[config.mk]
export PLATFORM = sky130hd
export DESIGN_NAME = motor_frame_relay_crc8_flat
export DESIGN_NICKNAME = d
export VERILOG_FILES = /design/src/sv/mfr_pkg.sv /design/src/sv/mfr_if.sv /design/src/sv/motor_frame_relay_crc8.sv /design/src/flat_wrapper.sv
export SDC_FILE = /design/constraint.sdc
export NUM_CORES = 1
export LEC_CHECK = 0
export CAP_MARGIN = 25
export CORE_UTILIZATION = 58
export DETAILED_ROUTE_END_ITERATION = 10
export DONT_BUFFER_PORTS = 1
export PLACE_DENSITY = 0.72
export REMOVE_ABC_BUFFERS = 1
export SLEW_MARGIN = 20
export SYNTH_ARGS = -nofsm -noshare
export SYNTH_HDL_FRONTEND = slang
export SYNTH_SLANG_ARGS = --single-unit
[constraint.sdc]
create_clock -name i_clk -period 3.7 [get_ports i_clk]
set_input_delay 0.185 -clock i_clk [delete_from_list [all_inputs] [get_ports i_clk]]
set_output_delay 0.185 -clock i_clk [all_outputs]
set_load 0.005 [all_outputs]
[src/sv/mfr_pkg.sv]
// Package for the motor frame relay: constants, byte codes, state type and CRC-8 step.
// Used by motor_frame_relay_crc8. Depends on nothing.
`default_nettype none

package mfr_pkg;

    // Default geometry of a frame and of the motor set.
    localparam int MOTOR_COUNT_DEF  = 8;
    localparam int FRAME_LENGTH_DEF = 11;

    // Frame position counter width; enough for the longest frame.
    localparam int POS_W = 4;

    // Framing and protocol bytes.
    localparam logic [7:0] CRC_XOR    = 8'hD5;
    localparam logic [7:0] START_BYTE = 8'h12;
    localparam logic [7:0] END_BYTE   = 8'h13;
    localparam logic [7:0] CMD_MOTOR  = 8'h01;
    localparam logic [7:0] CMD_POLL   = 8'h03;
    localparam logic [7:0] DIR_LIMIT  = 8'd128;
    localparam logic [7:0] MAG_TRAP   = 8'd18;
    localparam logic [7:0] MAG_SUB    = 8'd17;

    // Poll address sequence and interval reset value.
    localparam logic [3:0] POLL_FIRST        = 4'd1;
    localparam logic [3:0] POLL_WRAP         = 4'd9;
    localparam logic [7:0] POLL_INTERVAL_RST = 8'd20;

    // Byte slots of an outgoing 7-byte packet.
    typedef enum logic [2:0] {
        B_START,
        B_ADDR,
        B_CMD,
        B_ARG0,
        B_ARG1,
        B_CRC,
        B_END
    } t_byte_sel;

    // Control states of the relay.
    typedef enum logic [1:0] {
        ST_RECV,
        ST_READ,
        ST_EMIT,
        ST_DRAIN
    } t_state;

    // One byte of the reflected CRC-8, least significant bit first.
    function automatic logic [7:0] crc8_byte(input logic [7:0] crc, input logic [7:0] data);
        logic [7:0] c;
        logic [7:0] d;
        logic       mix;
        c = crc;
        d = data;
        for (int k = 0; k < 8; k++) begin
            mix = c[0] ^ d[0];
            c   = {1'b0, c[7:1]};
            if (mix) begin
                c = c ^ CRC_XOR;
            end
            d = {1'b0, d[7:1]};
        end
        return c;
    endfunction

endpackage

`default_nettype wire

[src/sv/mfr_if.sv]
// Handshake channel interfaces of the motor frame relay: received bytes, sent bytes, config.
// Stand-alone; used by motor_frame_relay_crc8.
`default_nettype none

// Received byte channel.
interface mfr_rx_if;
    logic       valid;
    logic       ready;
    logic [7:0] rx_byte;

    modport source (output valid, output rx_byte, input ready);
    modport sink   (input valid, input rx_byte, output ready);
endinterface

// Transmitted byte channel; last marks the final beat of a burst.
interface mfr_tx_if;
    logic       valid;
    logic       ready;
    logic [7:0] tx_byte;
    logic       last;

    modport source (output valid, output tx_byte, output last, input ready);
    modport sink   (input valid, input tx_byte, input last, output ready);
endinterface

// Configuration write channel for the poll interval register.
interface mfr_cfg_if;
    logic       valid;
    logic       ready;
    logic [7:0] poll_interval;

    modport source (output valid, output poll_interval, input ready);
    modport sink   (input valid, input poll_interval, output ready);
endinterface

`default_nettype wire

[src/sv/motor_frame_relay_crc8.sv]
// Motor frame relay: checks CRC-8 framed motor commands and relays them as motor packets.
// Depends on mfr_pkg and the channel interfaces in mfr_if.sv.
`default_nettype none

//  Channel  | Dir | Payload                  | Beat
//  i_rx     | in  | rx_byte[7:0]             | one received byte
//  o_tx     | out | tx_byte[7:0], last       | one byte for the motor link
//  i_cfg    | in  | poll_interval[7:0]       | one register write
//
//  A received byte that completes no valid frame starts no burst, and i_rx stays ready.
//  A valid frame sends MOTOR_COUNT packets plus an optional poll packet; each packet
//  passes through one read state (ST_READ) and seven output beats, so a full burst
//  of the default eight motors plus a poll packet is 63 bytes.
//  i_rx is held off until the last beat of a burst is taken; o_tx stalls just pause it.
//  Reset is synchronous, active low; the motor memory needs no clearing.

module motor_frame_relay_crc8 #(
    parameter int MOTOR_COUNT  = mfr_pkg::MOTOR_COUNT_DEF,
    parameter int FRAME_LENGTH = mfr_pkg::FRAME_LENGTH_DEF
) (
    input  wire         i_clk,
    input  wire         i_rst_n,
    mfr_rx_if.sink      i_rx,
    mfr_tx_if.source    o_tx,
    mfr_cfg_if.sink     i_cfg
);

    localparam int IDX_W = (MOTOR_COUNT > 1) ? $clog2(MOTOR_COUNT) : 1;
    localparam int PKT_W = $clog2(MOTOR_COUNT + 1);
    localparam int POS_W = mfr_pkg::POS_W;

    localparam logic [POS_W-1:0] POS_LAST_MOTOR = POS_W'(FRAME_LENGTH - 3);
    localparam logic [POS_W-1:0] POS_CRC        = POS_W'(FRAME_LENGTH - 2);
    localparam logic [PKT_W-1:0] PKT_POLL       = PKT_W'(MOTOR_COUNT);
    localparam logic [PKT_W-1:0] PKT_LAST_MOTOR = PKT_W'(MOTOR_COUNT - 1);

    // Motor value memory, one synchronous read port and one write port.
    logic [7:0] r_mem [MOTOR_COUNT];
    logic [7:0] r_mem_q;

    mfr_pkg::t_state    r_state;
    mfr_pkg::t_state    n_state;
    mfr_pkg::t_byte_sel r_bidx;
    mfr_pkg::t_byte_sel n_bidx;

    logic [POS_W-1:0] r_pos;
    logic [7:0]       r_crc;
    logic [7:0]       r_fsp;
    logic [3:0]       r_poll_target;
    logic [7:0]       r_poll_interval;
    logic             r_poll_en;
    logic [PKT_W-1:0] r_pkt;
    logic [7:0]       r_pkt_crc;
    logic             r_tx_valid;
    logic [7:0]       r_tx_byte;
    logic             r_tx_last;

    logic             rx_ready;
    logic             rx_acc;
    logic             load;
    logic             rd_en;
    logic             is_start;
    logic             is_motor_pos;
    logic             is_crc_pos;
    logic             frame_ok;
    logic             mem_we;
    logic [POS_W-1:0] motor_idx;
    logic [7:0]       fsp_inc;
    logic             poll_now;
    logic             is_poll;
    logic             last_pkt;
    logic [7:0]       arg_addr;
    logic [7:0]       arg_cmd;
    logic [7:0]       arg0;
    logic [7:0]       arg1;
    logic [7:0]       mag;
    logic [7:0]       cur_byte;

    // Receive-side decode of the current byte.
    always_comb begin
        rx_acc       = i_rx.valid && rx_ready;
        is_start     = (i_rx.rx_byte == mfr_pkg::START_BYTE);
        is_motor_pos = (r_pos != '0) && (r_pos <= POS_LAST_MOTOR);
        is_crc_pos   = (r_pos == POS_CRC);
        motor_idx    = r_pos - POS_W'(1);
        mem_we       = rx_acc && !is_start && is_motor_pos
                       && (motor_idx < POS_W'(MOTOR_COUNT));
        frame_ok     = rx_acc && !is_start && (r_pos != '0) && !is_motor_pos
                       && !is_crc_pos && (i_rx.rx_byte == mfr_pkg::END_BYTE)
                       && (r_crc == 8'd0);
        fsp_inc      = r_fsp + 8'd1;
        poll_now     = (fsp_inc > r_poll_interval);
    end

    // Contents of the next outgoing byte.
    always_comb begin
        is_poll  = (r_pkt == PKT_POLL);
        last_pkt = is_poll || ((r_pkt == PKT_LAST_MOTOR) && !r_poll_en);
        mag      = {r_mem_q[6:0], 1'b0};
        if (mag == mfr_pkg::MAG_TRAP) begin
            mag = mfr_pkg::MAG_SUB;
        end
        arg_addr = is_poll ? {4'd0, r_poll_target} : (8'(r_pkt) + 8'd1);
        arg_cmd  = is_poll ? mfr_pkg::CMD_POLL : mfr_pkg::CMD_MOTOR;
        arg0     = is_poll ? 8'd0 : ((r_mem_q < mfr_pkg::DIR_LIMIT) ? 8'd1 : 8'd0);
        arg1     = is_poll ? 8'd0 : mag;
        case (r_bidx)
            mfr_pkg::B_START: begin
                cur_byte = mfr_pkg::START_BYTE;
                n_bidx   = mfr_pkg::B_ADDR;
            end
            mfr_pkg::B_ADDR: begin
                cur_byte = arg_addr;
                n_bidx   = mfr_pkg::B_CMD;
            end
            mfr_pkg::B_CMD: begin
                cur_byte = arg_cmd;
                n_bidx   = mfr_pkg::B_ARG0;
            end
            mfr_pkg::B_ARG0: begin
                cur_byte = arg0;
                n_bidx   = mfr_pkg::B_ARG1;
            end
            mfr_pkg::B_ARG1: begin
                cur_byte = arg1;
                n_bidx   = mfr_pkg::B_CRC;
            end
            mfr_pkg::B_CRC: begin
                cur_byte = r_pkt_crc;
                n_bidx   = mfr_pkg::B_END;
            end
            mfr_pkg::B_END: begin
                cur_byte = mfr_pkg::END_BYTE;
                n_bidx   = mfr_pkg::B_START;
            end
            default: begin
                cur_byte = mfr_pkg::END_BYTE;
                n_bidx   = mfr_pkg::B_START;
            end
        endcase
    end

    // Next state.
    always_comb begin
        n_state = r_state;
        case (r_state)
            mfr_pkg::ST_RECV: begin
                if (frame_ok) begin
                    n_state = mfr_pkg::ST_READ;
                end
            end
            mfr_pkg::ST_READ: begin
                n_state = mfr_pkg::ST_EMIT;
            end
            mfr_pkg::ST_EMIT: begin
                if (load && (r_bidx == mfr_pkg::B_END)) begin
                    n_state = last_pkt ? mfr_pkg::ST_DRAIN : mfr_pkg::ST_READ;
                end
            end
            mfr_pkg::ST_DRAIN: begin
                if (o_tx.ready) begin
                    n_state = mfr_pkg::ST_RECV;
                end
            end
            default: begin
                n_state = mfr_pkg::ST_RECV;
            end
        endcase
    end

    // State outputs: input handshake, output load and memory read enable.
    always_comb begin
        rx_ready = 1'b0;
        load     = 1'b0;
        rd_en    = 1'b0;
        case (r_state)
            mfr_pkg::ST_RECV: begin
                rx_ready = i_rst_n;
            end
            mfr_pkg::ST_READ: begin
                rd_en = (r_pkt < PKT_POLL);
            end
            mfr_pkg::ST_EMIT: begin
                load = !r_tx_valid || o_tx.ready;
            end
            default: begin
                rx_ready = 1'b0;
            end
        endcase
    end

    // Neither input channel takes a beat while reset is held.
    assign i_rx.ready      = rx_ready;
    assign i_cfg.ready     = i_rst_n;
    assign o_tx.valid      = r_tx_valid;
    assign o_tx.tx_byte    = r_tx_byte;
    assign o_tx.last       = r_tx_last;

    // Motor memory: writes happen only while receiving and reads only while sending,
    // so the two ports never touch the same entry in one cycle.
    always_ff @(posedge i_clk) begin
        if (mem_we) begin
            r_mem[motor_idx[IDX_W-1:0]] <= i_rx.rx_byte;
        end
        if (rd_en) begin
            r_mem_q <= r_mem[r_pkt[IDX_W-1:0]];
        end
    end

    // Control registers.
    always_ff @(posedge i_clk) begin
        if (!i_rst_n) begin
            r_state         <= mfr_pkg::ST_RECV;
            r_bidx          <= mfr_pkg::B_START;
            r_pos           <= '0;
            r_crc           <= 8'd0;
            r_fsp           <= 8'd0;
            r_poll_target   <= mfr_pkg::POLL_FIRST;
            r_poll_interval <= mfr_pkg::POLL_INTERVAL_RST;
            r_poll_en       <= 1'b0;
            r_pkt           <= '0;
            r_tx_valid      <= 1'b0;
        end else begin
            r_state <= n_state;

            if (i_cfg.valid) begin
                r_poll_interval <= i_cfg.poll_interval;
            end

            // Frame hunting and collection; a start byte always restarts the frame.
            if (rx_acc) begin
                if (is_start) begin
                    r_pos <= POS_W'(1);
                    r_crc <= 8'd0;
                end else if (r_pos == '0) begin
                    r_pos <= '0;
                end else if (is_motor_pos) begin
                    r_crc <= mfr_pkg::crc8_byte(r_crc, i_rx.rx_byte);
                    r_pos <= r_pos + POS_W'(1);
                end else if (is_crc_pos) begin
                    r_crc <= r_crc ^ i_rx.rx_byte;
                    r_pos <= r_pos + POS_W'(1);
                end else begin
                    r_pos <= '0;
                end
            end

            // A good frame starts a burst and counts toward the next poll.
            if (frame_ok) begin
                r_pkt     <= '0;
                r_bidx    <= mfr_pkg::B_START;
                r_poll_en <= poll_now;
                r_fsp     <= poll_now ? 8'd0 : fsp_inc;
            end

            // Output register: take a beat away, or load the next one.
            if (load) begin
                r_tx_valid <= 1'b1;
                r_bidx     <= n_bidx;
                if (r_bidx == mfr_pkg::B_END) begin
                    r_pkt <= r_pkt + PKT_W'(1);
                    if (is_poll) begin
                        if (r_poll_target + 4'd1 == mfr_pkg::POLL_WRAP) begin
                            r_poll_target <= mfr_pkg::POLL_FIRST;
                        end else begin
                            r_poll_target <= r_poll_target + 4'd1;
                        end
                    end
                end
            end else if (r_tx_valid && o_tx.ready) begin
                r_tx_valid <= 1'b0;
            end
        end
    end

    // Output payload and the running packet CRC over address through second argument.
    always_ff @(posedge i_clk) begin
        if (load) begin
            r_tx_byte <= cur_byte;
            r_tx_last <= (r_bidx == mfr_pkg::B_END) && last_pkt;
            if (r_bidx == mfr_pkg::B_START) begin
                r_pkt_crc <= 8'd0;
            end else if ((r_bidx == mfr_pkg::B_ADDR) || (r_bidx == mfr_pkg::B_CMD)
                         || (r_bidx == mfr_pkg::B_ARG0) || (r_bidx == mfr_pkg::B_ARG1)) begin
                r_pkt_crc <= mfr_pkg::crc8_byte(r_pkt_crc, cur_byte);
            end
        end
    end

endmodule

`default_nettype wire
[src/flat_wrapper.sv]
// flat-port wrapper written by rule: the top's interface ports become plain ports
module motor_frame_relay_crc8_flat 
#(
    parameter int MOTOR_COUNT  = mfr_pkg::MOTOR_COUNT_DEF,
    parameter int FRAME_LENGTH = mfr_pkg::FRAME_LENGTH_DEF
)
  (i_clk, i_rst_n, i_rx_valid, i_rx_rx_byte, i_rx_ready, o_tx_valid, o_tx_tx_byte, o_tx_last, o_tx_ready, i_cfg_valid, i_cfg_poll_interval, i_cfg_ready);
  mfr_rx_if i_rx_i ();
  mfr_tx_if o_tx_i ();
  mfr_cfg_if i_cfg_i ();
  input  wire i_clk;
  input  wire i_rst_n;
  input wire logic [$bits(i_rx_i.valid)-1:0] i_rx_valid;
  input wire logic [$bits(i_rx_i.rx_byte)-1:0] i_rx_rx_byte;
  output wire logic [$bits(i_rx_i.ready)-1:0] i_rx_ready;
  output wire logic [$bits(o_tx_i.valid)-1:0] o_tx_valid;
  output wire logic [$bits(o_tx_i.tx_byte)-1:0] o_tx_tx_byte;
  output wire logic [$bits(o_tx_i.last)-1:0] o_tx_last;
  input wire logic [$bits(o_tx_i.ready)-1:0] o_tx_ready;
  input wire logic [$bits(i_cfg_i.valid)-1:0] i_cfg_valid;
  input wire logic [$bits(i_cfg_i.poll_interval)-1:0] i_cfg_poll_interval;
  output wire logic [$bits(i_cfg_i.ready)-1:0] i_cfg_ready;
  assign i_rx_i.valid = i_rx_valid;
  assign i_rx_i.rx_byte = i_rx_rx_byte;
  assign i_rx_ready = i_rx_i.ready;
  assign o_tx_valid = o_tx_i.valid;
  assign o_tx_tx_byte = o_tx_i.tx_byte;
  assign o_tx_last = o_tx_i.last;
  assign o_tx_i.ready = o_tx_ready;
  assign i_cfg_i.valid = i_cfg_valid;
  assign i_cfg_i.poll_interval = i_cfg_poll_interval;
  assign i_cfg_ready = i_cfg_i.ready;
  motor_frame_relay_crc8 #(.MOTOR_COUNT(MOTOR_COUNT), .FRAME_LENGTH(FRAME_LENGTH)) u_core (.i_clk(i_clk), .i_rst_n(i_rst_n), .i_rx(i_rx_i), .o_tx(o_tx_i), .i_cfg(i_cfg_i));
endmodule
**Yosys cells after proc, flatten, opt, wreduce, memory -nomap -nowiden**

Memory sizes are Yosys's and may differ from the RTL's. A register that Yosys moved wholly into a read port is not among the register bits.
Cells that the tools add are included.

- Register bits after elaboration: 60
- Memory bits (writable): 64
- Input bits: 21
- Output and inout port bits: 12
- Word-level logic and storage cells: 223
- Memories kept: 1

Memory list:

| name | depth | width | read ports | clocked after memory_dff | write ports | RTL line | RTL |
|---|---|---|---|---|---|---|---|
| u_core.r_mem | 8 | 8 | 1 | 1 | 1 | motor_frame_relay_crc8.sv:38 | `logic [7:0] r_mem [MOTOR_COUNT];` |

- Add/sub/neg operators: 6
- Order comparisons: 5
- Eq/ne operators: 20
- Mux-type cells: 108
- Bitwise logic cells: 33
- Reduce and logical (&&, ||, !) cells: 37

Operator list:

| kind | count |
|---|---|
| 2-to-1 mux 8 bit | 82 |
| inverter 4 -> 5 bit | 16 |
| one-hot mux 8 bit (6 select lines) | 1 |
| 2-to-1 mux 4 bit | 8 |
| one-hot mux 3 bit (6 select lines) | 1 |
| == test 8 x 5 -> 1 bit, second input constant | 2 |
| XOR 1 bit | 16 |
| logical AND 1 bit | 14 |
| adder 4 x 1 -> 4 bit, second input constant | 3 |
| == test 4 bit, second input constant | 3 |
| 2-to-1 mux 2 bit | 5 |
| == test 3 bit, second input constant | 3 |
| AND reduction 3 bit | 3 |
| adder 8 x 1 -> 8 bit, second input constant | 1 |
| > comparator 8 bit | 1 |
| logical NOT 8 bit | 1 |
| < comparator 4 bit, second input constant | 2 |
| < comparator 8 bit, second input constant | 1 |
| 2-to-1 mux 1 bit | 8 |
| one-hot mux 2 bit (4 select lines) | 1 |
| XOR 8 bit | 1 |
| == test 7 x 4 -> 1 bit, second input constant | 1 |
| == test 3 x 2 -> 1 bit, second input constant | 2 |
| 2-to-1 mux 3 bit | 2 |
| 18 further kinds | 31 |

**Longest topological paths before layout**

Gate-level depths: netlist of run 1.

- Depth after elaboration: 54
- Depth in mapped cells: 14
- Mapped depth without buffers: 13

**Least setup slack after synthesis of run 1**

No wires, ideal clock.

- Kind: register to register
- Start point: register u_core.r_pkt[1]
- End point: register u_core.r_pkt_crc[7], data pin
- Library setup time: 0.271 ns
- Data arrival time: 3.411 ns
- Required time: 3.429 ns
- Path slack: 0.018 ns
- Cell stages (with the launch flop): 14
- Path buffers: 3
- Clock period less this slack: 3.682 ns
- Cells stage by stage: dfxtp_1 -> clkbuf_1 -> buf_1 -> inv_1 -> ha_1 -> and3b_1 -> buf_2 -> or4_1 -> and3b_1 -> o2111a_1 -> a2111o_1 -> xnor2_2 -> xnor2_1 -> nor2_1

- Longest elaborated chain between the ends: 41
- Elaborated cells on any way between the ends: 50
- Those cells by class: add/sub: 1; eq/ne: 1; mux: 35; bitwise: 13

RTL lines:

| item | RTL line | RTL |
|---|---|---|
| start: declaration | motor_frame_relay_crc8.sv:52 | `logic [PKT_W-1:0] r_pkt;` |
| start signal: assignment | motor_frame_relay_crc8.sv:261 | `r_pkt <= r_pkt + PKT_W'(1);` |
| == test 4 bit | motor_frame_relay_crc8.sv:97 | `is_poll = (r_pkt == PKT_POLL);` |
| 2-to-1 mux 8 bit, on equally long branches | motor_frame_relay_crc8.sv:106, motor_frame_relay_crc8.sv:103, motor_frame_relay_crc8.sv:105 |  |
| one-hot mux 8 bit (6 select lines) (*) | motor_frame_relay_crc8.sv:107 | `case (r_bidx)` |
| XOR 1 bit | mfr_pkg.sv:56 | `mix = c[0] ^ d[0];` |
| 2-to-1 mux 8 bit | mfr_pkg.sv:58 | `if (mix) begin` |
| 2-to-1 mux 8 bit | motor_frame_relay_crc8.sv:283 | `end else if ((r_bidx == mfr_pkg::B_ADDR) \|\| (r_bidx == mfr_pkg::B_CMD)` |
| 2-to-1 mux 8 bit | motor_frame_relay_crc8.sv:281 | `if (r_bidx == mfr_pkg::B_START) begin` |
| 2-to-1 mux 8 bit | motor_frame_relay_crc8.sv:278 | `if (load) begin` |
| [25 not listed] | n/a |  |
| XOR 1 bit | mfr_pkg.sv:56 |  |
| 2-to-1 mux 8 bit | mfr_pkg.sv:58 |  |
| 2-to-1 mux 8 bit | motor_frame_relay_crc8.sv:283 |  |
| 2-to-1 mux 8 bit | motor_frame_relay_crc8.sv:281 |  |
| 2-to-1 mux 8 bit | motor_frame_relay_crc8.sv:278 |  |
| XOR 1 bit (*) | mfr_pkg.sv:56 |  |
| 2-to-1 mux 8 bit (*) | mfr_pkg.sv:58 |  |
| 2-to-1 mux 8 bit (*) | motor_frame_relay_crc8.sv:283 |  |
| end signal: assignment | motor_frame_relay_crc8.sv:285 | `r_pkt_crc <= mfr_pkg::crc8_byte(r_pkt_crc, cur_byte);` |
| end: declaration | motor_frame_relay_crc8.sv:53 | `logic [7:0] r_pkt_crc;` |

Mark *: on every way between the ends. The rest lies on a longest branch, timed or not. The select of a mux whose other input is x is not followed.
A chain may end at the register's enable or synchronous reset.

**Final worst setup path of run 1**

- Start point: register u_core.r_pkt[0]
- End point: register u_core.r_pkt_crc[7], data pin

- Longest elaborated chain between the ends: 41
- Elaborated cells on any way between the ends: 50
- Those cells by class: add/sub: 1; eq/ne: 1; mux: 35; bitwise: 13

RTL lines:

| item | RTL line |
|---|---|
| adder 4 x 1 -> 5 bit / == test 4 bit (equally long branches) | motor_frame_relay_crc8.sv:103, motor_frame_relay_crc8.sv:97 |
| 2-to-1 mux 8 bit, on equally long branches | motor_frame_relay_crc8.sv:103, motor_frame_relay_crc8.sv:105, motor_frame_relay_crc8.sv:106 |
| one-hot mux 8 bit (6 select lines) (*) | motor_frame_relay_crc8.sv:107 |
| XOR 1 bit | mfr_pkg.sv:56 |
| 2-to-1 mux 8 bit | mfr_pkg.sv:58 |
| 2-to-1 mux 8 bit | motor_frame_relay_crc8.sv:283 |
| 2-to-1 mux 8 bit | motor_frame_relay_crc8.sv:281 |
| 2-to-1 mux 8 bit | motor_frame_relay_crc8.sv:278 |
| [25 not listed] | n/a |
| XOR 1 bit | mfr_pkg.sv:56 |
| 2-to-1 mux 8 bit | mfr_pkg.sv:58 |
| 2-to-1 mux 8 bit | motor_frame_relay_crc8.sv:283 |
| 2-to-1 mux 8 bit | motor_frame_relay_crc8.sv:281 |
| 2-to-1 mux 8 bit | motor_frame_relay_crc8.sv:278 |
| XOR 1 bit (*) | mfr_pkg.sv:56 |
| 2-to-1 mux 8 bit (*) | mfr_pkg.sv:58 |
| 2-to-1 mux 8 bit (*) | motor_frame_relay_crc8.sv:283 |

Marked as above.

==> summary.md, run 1 <==
| Metric | Value |
|---|---|
| Status | finished clean |
| Final setup vio count | 0 |
| Mapped Area | about 6600 µm² |
| DR pass1 iterations | 5 |
| Element type at the critical path start | flop |
| Power Density | ~430 nW/µm² |
| Final period utilization | 89.3% |
| Setup ws final | 0.395 ns |
| Area grow syn2layout | 13.5% |
| Io pins | 33 |
| CTS clk-pin slew, worst paths | 0.06 ns |
| Remaining antenna violation count after routing | 0 |
| Die H | 109 µm |
| Ys flop type | edfxtp_1 |
| Post-synth EDFFs | 89 |
| CP Class | reg2reg |
| Final Slew Violations | 0 |
| Gpl congestion | 0.877 |
| Crit path max fanout | 19 |
| Die W | 109 µm |
| CORE AREA | between 10000 and 15000 µm² |
| CTS tree | built |
| Clock Latency Late Sink | 0.43 ns |
| Total Routing Usage GR | 25.3% |
| Post-Syn Instances | 576 |
| Maximum clock path buffer count | 2 |
| Initial Util | around three fifths |
| DRC | 0 |
| Seq cells post-synth | about 130 |
| Cell variety after synth | 68 |
| Rows | 38 |
| Sink Count | 132 |
| Syn avg cell area | between 10 and 15 µm² |
| WL/cell | 18.0 µm |
| Layout cells sized above 1 | 11.5% |
| Hold Crit Class | in2reg |
| Endpoints failing hold | 0 |
| Via density | 5.93 |
| Worst slack, placed | 0.479 ns |
| Buffers added on ports | 0 |
| Synth area leaders | edfxtp_1 (40%), dfxtp_1 (13%), mux4_2 (5.4%), xnor2_1 (4.0%), nor2_1 (3.1%) |
| Commonest non-fill, non-tap cells in the layout | edfxtp_1 (89), nor2_1 (55), dfxtp_1 (43) |
| Lkg Pwr | roughly 2.7 nW |
| Total setup buffers inserted after CTS | 0 |
| VDD IR-drop max | 0.562 mV |
| Resized Gates After CTS | 0 |
| Worst r2r path cells | 10 |
| First-pass GRT wire length | 22000 µm |
| Max transition margin | 40.6% |
| Vias | 4447 |
| # hold bufs at CTS | 19 |
| Final core occ | 68.6% |
| Largest net degree at the start of global routing | 23 |
| Nets | around 630 |
| Fmax | 303 MHz |
| Arrival time worst endpoint | 3.47 ns |
| Num CTS Buffers | 17 |
| HPWL Detailed | 8840 µm |
| Hold Path Cell Cnt | 3 |
| CTS root buffer | clkbuf_16 |
| Critical Path Sink Type | flop |
| WP data required | around 3.9 ns |
| Ant diodes | 0 |
| Htree depth | 4 |
| Clock Skew | between 0.01 and 0.015 ns |
| Commonest non-fill, non-tap cell in the layout | edfxtp_1 |
| Seq/Total Area, Yosys | 53.2% |
| Die Area | between 10000 and 15000 µm² |
| WL final | between 10000 and 15000 µm |
| Top cell type's share of synthesized area | 40.2% |
| Grt total ovfl | 0 |
| Initial antenna violation count | 0 |
| Fraction of registers with async set/reset | 0% |
| Iter 0 DRT Violations | 277 |
| Synthesis Warnings | 0 |
| Least-Margin Pin Slew | 0.886 ns |
| RSZ-0062 raised after global routing | no |
| Yosys top cell by area | edfxtp_1 |
| Max-cap violations | 0 |
| Min Tclk post-route | roughly 3.3 ns |
| Number of global-route vias before repair | ~4400 |
| TNS Setup | 0 ns |
-- layout make-up --
type	instances	area (µm²)
Clock inverter	13	125
Inverter	20	75.1
Multi-Input combinational cell	394	2910
Fill cell	796	3450
Sequential cell	132	3530
Tap cell	140	175
Clock buffer	19	433
Timing Repair Buffer	32	285
-- final timing paths --
path                            slack (ns)                         to                       from
worst max-delay path                  0.39        u_core.r_pkt_crc[7]            u_core.r_pkt[0]
worst min-delay path                  0.02            u_core.r_crc[0]                    i_rst_n
worst max register to register        0.39        u_core.r_pkt_crc[7]            u_core.r_pkt[0]
worst min register to register        0.49  u_core.r_poll_interval[7]  u_core.r_poll_interval[7]
-- power by group --
group / total (mW) / switching, mW / internal (mW)
registers: 1.58 / 0.00239 / 1.57
clock network: 1.60 / 0.664 / 0.932
logic: 0.100 / 0.0538 / 0.0463
total: 3.27 / 0.720 / 2.55
-- cell families (layout without fill, tap and decap cells) --
group	count (synthesis)	count (layout)	synth area share [%]
fa+ha+maj	16	16	3.01
buf+inv	50	84	2.98
flops	132	132	53.2
xor+xnor	53	53	7.55
simple gates	190	190	15.1
mux	32	32	7.99
compound gates	103	103	10.2
-- state kept, by name (all words and copies together), names as in the netlist, 2 cells and up --
name	cells
u_core.r_fsp	8
u_core.o_tx.tx_byte	8
u_core.r_crc	8
u_core.r_mem	64
u_core.r_poll_target	4
u_core.r_pos	4
u_core.r_mem_q	8
u_core.r_pkt	4
u_core.r_bidx	3
u_core.r_poll_interval	8
u_core.r_pkt_crc	8
u_core.r_state	2
-- worst max-delay path, stage by stage (launching register included) --
cell and delay (ns):
dfxtp_1 0.31, buf_4 0.24, ha_1 0.29, a21boi_0 0.14, o311ai_1 0.67, nand4_1 0.22
a2111oi_0 0.53, a2111o_1 0.28, xnor2_2 0.17, xnor2_1 0.15, nor2_1 0.05
-- synthesized netlist by cell type, drive strengths merged, types with 7 or more instances --
library cell and n:
edfxtp 89, nor2 55, dfxtp 43, a21oi 33, xnor2 31, nand2 29, nand3 25, xor2 20
clkbuf 19, inv 19, o21ai 17, ha 16, mux4 16, nor3 12, buf 11, nand3b 10
nor3b 10, mux2 8, mux2i 8, o211ai 8, nand2b 7
-- layer usage --
metal	global-route usage (%)	vias up	part of all wire, %
met5	0	-	0
met3	6.75	14	4.0
met4	9.65	0	1.6
met2	42.0	93	50
li1	-	2195	-
met1	31.7	2145	45
-- metrics by stage --
stage	std cells	area (µm²)	total power, mW	hold slack [ns]
2_1_floorplan	546	6520	1.66	0.247
3_3_place_gp	698	6780	1.67	0.254
3_5_place_dp	698	6780	1.68	0.256
4_1_cts	749	7530	3.29	0.0146
5_1_grt	750	7540	3.37	0.0246
6_report	750	7540	3.27	0.0189
Note: power is estimated with default switching activity, not from simulation.
==> inputs of run 2 (changes only) <==
Settings changed: CORE_UTILIZATION 58 to 60.
Clock period 3.7 ns to 3.74 ns, I/O delays scaled along.
==> run 2 against run 1 <==
  * Sequential share of layout area down 0.12 points
  * Cell area up 0.27%
  * Critical path type unchanged
  * Highest routed layer unchanged
  * Worst hold slack better by 0.0044 ns
  * Clock-buffer cell count down 1
  * Flip-flop and latch count unchanged
  * Total power down 1.3%
  * Non-clock buffer count up 2
==> summary.md, run 2 (same netlist as run 1, synthesis figures left out) <==
| Metric | Value |
|---|---|
| Status | finished clean |
| CTS tree | built |
| Initial antenna violation count | 0 (unchanged) |
| Most used cell, CP | inv_1 |
| Die Area | 11500 µm² (-3.3%) |
| HPWL Detailed | 9020 µm (+2.0%) |
| Io pins | 33 (unchanged) |
| Vias | 4586 (+3.1%) |
| Total setup buffers inserted after CTS | 0 (unchanged) |
| Layout cells sized above 1 | 11.8% (+0.29 points) |
| Clock Skew | 0.00826 ns (-0.00375 ns) |
| Hold Crit Class | in2reg |
| Max-cap violations | 0 (unchanged) |
| Num CTS Buffers | 17 (unchanged) |
| Max FFs per register | 64 (unchanged) |
| GRT busiest layer | met2 |
| Grt total ovfl | 0 (unchanged) |
| # hold bufs at CTS | 20 (+1) |
| Final period utilization | 87.4% (-1.9 points) |
| Crit path max fanout | 6 (-13) |
| Maximum clock path buffer count | 2 (unchanged) |
| CTS root buffer | clkbuf_8 |
| Critical Path Sink Type | flop |
| Remaining antenna violation count after routing | 0 (unchanged) |
| Clock Latency Late Sink | 0.53 ns (+0.10 ns) |
| Commonest non-fill, non-tap cell in the layout | edfxtp_1 |
| Met2 Track Usage GR | 43.7% (+1.8 points) |
| Multi-input logic area | 2910 µm² (unchanged) |
| GRT met3 Usage | 6.32% (-0.43 points) |
| Nets | 636 (+0.32%) |
| Via density | 6.10 (+2.9%) |
| CTS clk-pin slew, worst paths | 0.06 ns (about the same) |
| Die H | 107 µm (-1.6%) |
| Total Routing Usage GR | 26.4% (+1.1 points) |
| Crit-path slowest cell | a211oi_1 |
| Rows | 38 (unchanged) |
| Final Slew Violations | 0 (unchanged) |
| Gpl congestion | 0.868 (-0.95%) |
| WL/cell | 18.5 µm (+2.8%) |
| Buffers added on ports | 0 (unchanged) |
| Final setup vio count | 0 (unchanged) |
| Largest delay share family, worst path | compound AO/OA/AOI/OAI gates |
| Element type at the critical path start | flop |
| Number of global-route vias before repair | 4448 (+1.2%) |
| Ant diodes | 0 (unchanged) |
| Fmax | 306 MHz (+1.1%) |
| Least-Margin Pin Slew | 0.836 ns (-0.0501 ns) |
| WHS | 0.0233 ns (+0.00438 ns) |
| WL final | 13900 µm (+3.1%) |
| Htree depth | 4 (unchanged) |
| Fillers | 737 (-7.4%) |
| TNS Setup | 0 ns (unchanged) |
| Iter 0 DRT Violations | 234 (-16%) |
| Seq. cell area | 3530 µm² (unchanged) |
| Initial Util | 61.5% (+1.1 points) |
| Min Tclk post-route | 3.27 ns (-0.0369 ns) |
| DR pass1 iterations | 4 (-1) |
| Area grow syn2layout | 13.8% |
| Met1 GRT Util | 33.9% (+2.2 points) |
| Sink Count | 132 (unchanged) |
| Power Density | 427 nW/µm² (-1.6%) |
| Worst path bufs/invs | 2 (+1) |
| VDD IR-drop max | 0.453 mV (-19%) |
| Cells along the critical path | inv_1, ha_1, and3b_1, o211a_1, a211oi_1, inv_1, o2111a_1, a2111o_1, xnor2_2, xnor2_1, nor2_1 |
| CP Class | reg2reg |
| Commonest non-fill, non-tap cells in the layout | edfxtp_1 (89), nor2_1 (55), dfxtp_1 (43) |
| Endpoints failing hold | 0 (unchanged) |
| Resized Gates After CTS | 0 (unchanged) |
| Total power | 3.23 mW (-1.3%) |
| Max incr delay on CP | 0.54 ns (-0.13 ns) |
| Lkg Pwr | 2.67 nW (+0.22%) |
| Die W | 107 µm (-1.6%) |
| Max transition margin | 44.1% (+3.4 points) |
| RSZ-0062 raised after global routing | no |
| Largest net degree at the start of global routing | 22 (-4.3%) |
| First-pass GRT wire length | 22600 µm (+2.7%) |
| WP data required | 4.00 ns (+0.14 ns) |
| DRC | 0 (unchanged) |
| Arrival time worst endpoint | 3.53 ns (+0.06 ns) |
| CORE AREA | 10800 µm² (-1.7%) |
==> run 2: changes by cell type in the layout (fill, tap and decap cells not counted), sizes merged <==
cell | previous run | this run
clkinvlp | 1 | 2
buf | 12 | 14
dlygate4sd3 | 19 | 20
inv | 23 | 25
clkbuf | 20 | 18
clkinv | 8 | 6
==> run 2: path summary, 6_finish.rpt <==
kind / startpoint / to / slack (ns) / cells past startpoint
setup / recovery: u_core.r_pkt[1] / u_core.r_pkt_crc[7] / 0.47 / 11
hold / removal: i_rx_rx_byte[7] / u_core.r_crc[7] / 0.02 / 3
setup reg to reg: u_core.r_pkt[1] / u_core.r_pkt_crc[7] / 0.47 / 11
hold reg to reg: u_core.r_poll_interval[4] / u_core.r_poll_interval[4] / 0.49 / 2
==> run 2: per-layer routing <==
| metal | routed length, µm | share of wire (%) |
|---|---|---|
| met1 | 6020 | 43 |
| met2 | 6990 | 50 |
| met3 | 672 | 4.8 |
| met4 | 236 | 1.7 |
| met5 | 0 | 0 |
==> run 2: area by class of cell <==
type | count | share of cell area (%)
clock buffer | 18 | 5.53
clock inverter | 14 | 1.89
inverter | 20 | 0.993
multi-input combinational | 394 | 38.5
sequential | 132 | 46.8
tap | 140 | 2.32
timing repair buffer | 34 | 4.01
==> run 2: worst reg2reg max path: cells and delay by family (launching register included) <==
| family | cells | cell delay [ns] |
|---|---|---|
| AOI/OAI and AO/OA | 4 | 1.41 |
| xor gates and xnor gates | 2 | 0.41 |
| DFF | 1 | 0.38 |
| and+or+nand+nor | 2 | 0.31 |
| buffers and inverters | 2 | 0.27 |
| adders and majority gates | 1 | 0.22 |
==> run 2: per-stage QoR <==
step,setup WS (ns),area [µm²],cells,utilization [%]
6_report,0.472,7560,752,70.0
5_1_grt,0.211,7560,752,70.0
4_1_cts,0.471,7560,752,70.0
3_5_place_dp,0.512,6800,700,63.0
3_3_place_gp,0.667,6790,699,62.9
2_1_floorplan,0.0130,6520,546,-
==> run 2: power breakdown <==
group / switching, mW / internal, mW / total, mW
Sequential: 0.00268 / 1.56 / 1.56
Clock: 0.665 / 0.900 / 1.57
Combinational: 0.0574 / 0.0464 / 0.104
Total: 0.726 / 2.50 / 3.23
==> inputs of run 3 (changes only) <==
--- a/config.mk
+++ b/config.mk
@@ -8,2 +8,3 @@
 export CAP_MARGIN = 25
+export CORE_MARGIN = 3
 export CORE_UTILIZATION = 60
@@ -12,2 +13,3 @@
 export PLACE_DENSITY = 0.72
+export RECOVER_POWER = 100
 export REMOVE_ABC_BUFFERS = 1
==> constraint.sdc (replaced) <==
create_clock -name i_clk -period 3.74 [get_ports i_clk]
set_input_delay 0.374 -clock i_clk [delete_from_list [all_inputs] [get_ports i_clk]]
set_output_delay 0.374 -clock i_clk [all_outputs]
set_load 0.005 [all_outputs]
==> run 3 against run 2 <==
  * Register-to-register slack got worse by 0.08 ns
  * Worst setup slack lost 0.075 ns
  * Core utilization rose by 1.3 points
  * Clock-buffer cell count is 1 lower
  * Clock skew decreased by 0.0015 ns
  * First-iteration DRC count rose by 71%
  * Critical path depth shrank 2
  * Total power is 1.7% higher
  * Routed wire length shrank 1.7%
  * Critical path type unchanged
  * Largest power group unchanged
==> summary.md, run 3 (same netlist as run 1, synthesis figures left out) <==
| Metric | Value |
|---|---|
| Arrival time worst endpoint | 3.74 ns (+0.21 ns) |
| CP Class | reg2reg |
| Iter 0 DRT Violations | 399 (+71%) |
| Via density | 6.11 (+0.19%) |
| Rows | 37 (-2.6%) |
| Gpl congestion | 0.907 (+4.4%) |
| First-pass GRT wire length | 23000 µm (+2.1%) |
| Total Routing Usage GR | 23.6% (-2.8 points) |
| Final period utilization | 89.4% (+2.0 points) |
| Largest net degree at the start of global routing | 23 (+4.5%) |
| Hold Crit Class | in2reg |
| Element type at the critical path start | flop |
| Commonest non-fill, non-tap cells in the layout | edfxtp_1 (89), nor2_1 (55), dfxtp_1 (43) |
| Initial Util | 62.9% (+1.4 points) |
| Die W | 111 µm (+3.7%) |
| Max transition margin | 39.8% (-4.2 points) |
| TNS Setup | 0 ns (unchanged) |
| Die H | 111 µm (+3.7%) |
| Initial antenna violation count | 0 (unchanged) |
| Remaining antenna violation count after routing | 0 (unchanged) |
| CTS tree | built |
| Final Slew Violations | 0 (unchanged) |
| CTS clk-pin slew, worst paths | 0.06 ns (about the same) |
| Die Area | 12400 µm² (+7.6%) |
| Total setup buffers inserted after CTS | 0 (unchanged) |
| Lkg Pwr | 2.64 nW (-1.4%) |
| DR pass1 iterations | 5 (+1) |
| Ant diodes | 0 (unchanged) |
| CORE AREA | 10600 µm² (-2.2%) |
| WL met1 | 6000 µm (-0.38%) |
| Crit path max fanout | 11 (+5) |
| HPWL Detailed | 9160 µm (+1.5%) |
| Power Density | 436 nW/µm² (+2.2%) |
| Status | finished clean |
| Worst slack, placed | 0.489 ns (-0.0236 ns) |
| Vias | 4558 (-0.61%) |
| Critical Path Sink Type | flop |
| Endpoints failing hold | 0 (unchanged) |
| Setup ws final | 0.397 ns (-0.0751 ns) |
| Final setup vio count | 0 (unchanged) |
| Io pins | 33 (unchanged) |
| Final core occ | 71.3% (+1.3 points) |
| Fmax | 299 MHz (-2.2%) |
| DRC | 0 (unchanged) |
| Max-cap violations | 0 (unchanged) |
| WHS | 0.0214 ns (-0.00191 ns) |
| Nets | 634 (-0.31%) |
| Sink Count | 132 (unchanged) |
| Htree depth | 4 (unchanged) |
| CTS root buffer | clkbuf_8 |
| Placement Cell Area | 6790 µm² (about the same) |
| Buffers added on ports | 0 (unchanged) |
| RSZ-0062 raised after global routing | no |
| WL final | 13700 µm (-1.7%) |
| Metal3 WL | 811 µm (+21%) |
| Resized Gates After CTS | 0 (unchanged) |
| Commonest non-fill, non-tap cell in the layout | edfxtp_1 |
| Maximum clock path buffer count | 2 (unchanged) |
| Number of global-route vias before repair | 4503 (+1.2%) |
| Area grow syn2layout | 13.3% |
| Min Tclk post-route | 3.34 ns (+0.0751 ns) |
| Least-Margin Pin Slew | 0.898 ns (+0.0622 ns) |
| Max FFs per register | 64 (unchanged) |
| Layout cells sized above 1 | 10.3% (-1.4 points) |
| VDD IR-drop max | 0.681 mV (+50%) |
| WL/cell | 18.4 µm (-0.86%) |
| WP data required | 4.13 ns (+0.13 ns) |
| Num CTS Buffers | 17 (unchanged) |
| Top Layer Used | met4 |
| Clock Latency Late Sink | 0.53 ns (about the same) |
| Post-route cell area | 7520 µm² (-0.43%) |
| Grt total ovfl | 0 (unchanged) |
| Clock Skew | 0.00678 ns (-0.00148 ns) |
| DR WL met2 | 6740 µm (-3.6%) |
[run 3: worst paths after layout]
path / start / to / slack, ns / cells after the start
worst min register to register: u_core.r_poll_interval[5] / u_core.r_poll_interval[5] / 0.50 / 2
worst min-delay path: i_rst_n / u_core.r_crc[1] / 0.02 / 2
worst max-delay path: u_core.r_bidx[0] / u_core.r_pkt_crc[0] / 0.40 / 9
worst max register to register: u_core.r_bidx[0] / u_core.r_pkt_crc[0] / 0.40 / 9
[run 3: layout make-up]
type	count	area (µm²)
Clock buffer	17	414
Timing Repair Buffer	32	255
Inverter	20	75.1
Clock inverter	15	166
Tap cell	136	170
Multi-Input combinational cell	394	2910
Fill cell	751	3030
Sequential cell	132	3530
[run 3: metal layers]
metal | track usage [%] | vias up
met4 | 6.24 | 0
met2 | 37.6 | 129
met1 | 31.8 | 2221
li1 | - | 2193
met5 | 0 | -
met3 | 6.99 | 15
[run 3: power by group]
part           internal (mW)  switching (mW)  total (mW)
Combinational         0.0450          0.0528      0.0978
Sequential              1.56         0.00252        1.56
Clock                  0.965           0.663        1.63
[run 3: through the flow]
| stage | power [mW] | std cells |
|---|---|---|
| 2_1_floorplan | 1.65 | 546 |
| 4_1_cts | 3.30 | 746 |
| 3_3_place_gp | 1.66 | 695 |
| 5_1_grt | 3.40 | 746 |
| 6_report | 3.28 | 746 |
| 3_5_place_dp | 1.66 | 696 |
[run 3: what timing repair did]
| item | 4_1_cts | 5_1_grt |
|---|---|---|
| endpoints found under the setup margin | 0 | 0 |
| hold endpoints to repair | 81 | 0 |
| hold buffers | 18 | 0 |
[run 3: worst max-delay path: stages (launching register included)]
cell and delay [ns]:
dfxtp_1 0.39, buf_4 0.21, nor4bb_1 0.33, a21boi_0 0.31, o22ai_1 0.20, and3_1 0.22, or4_1 0.56, xor2_1 0.48
xor3_1 0.41, nor2_1 0.10
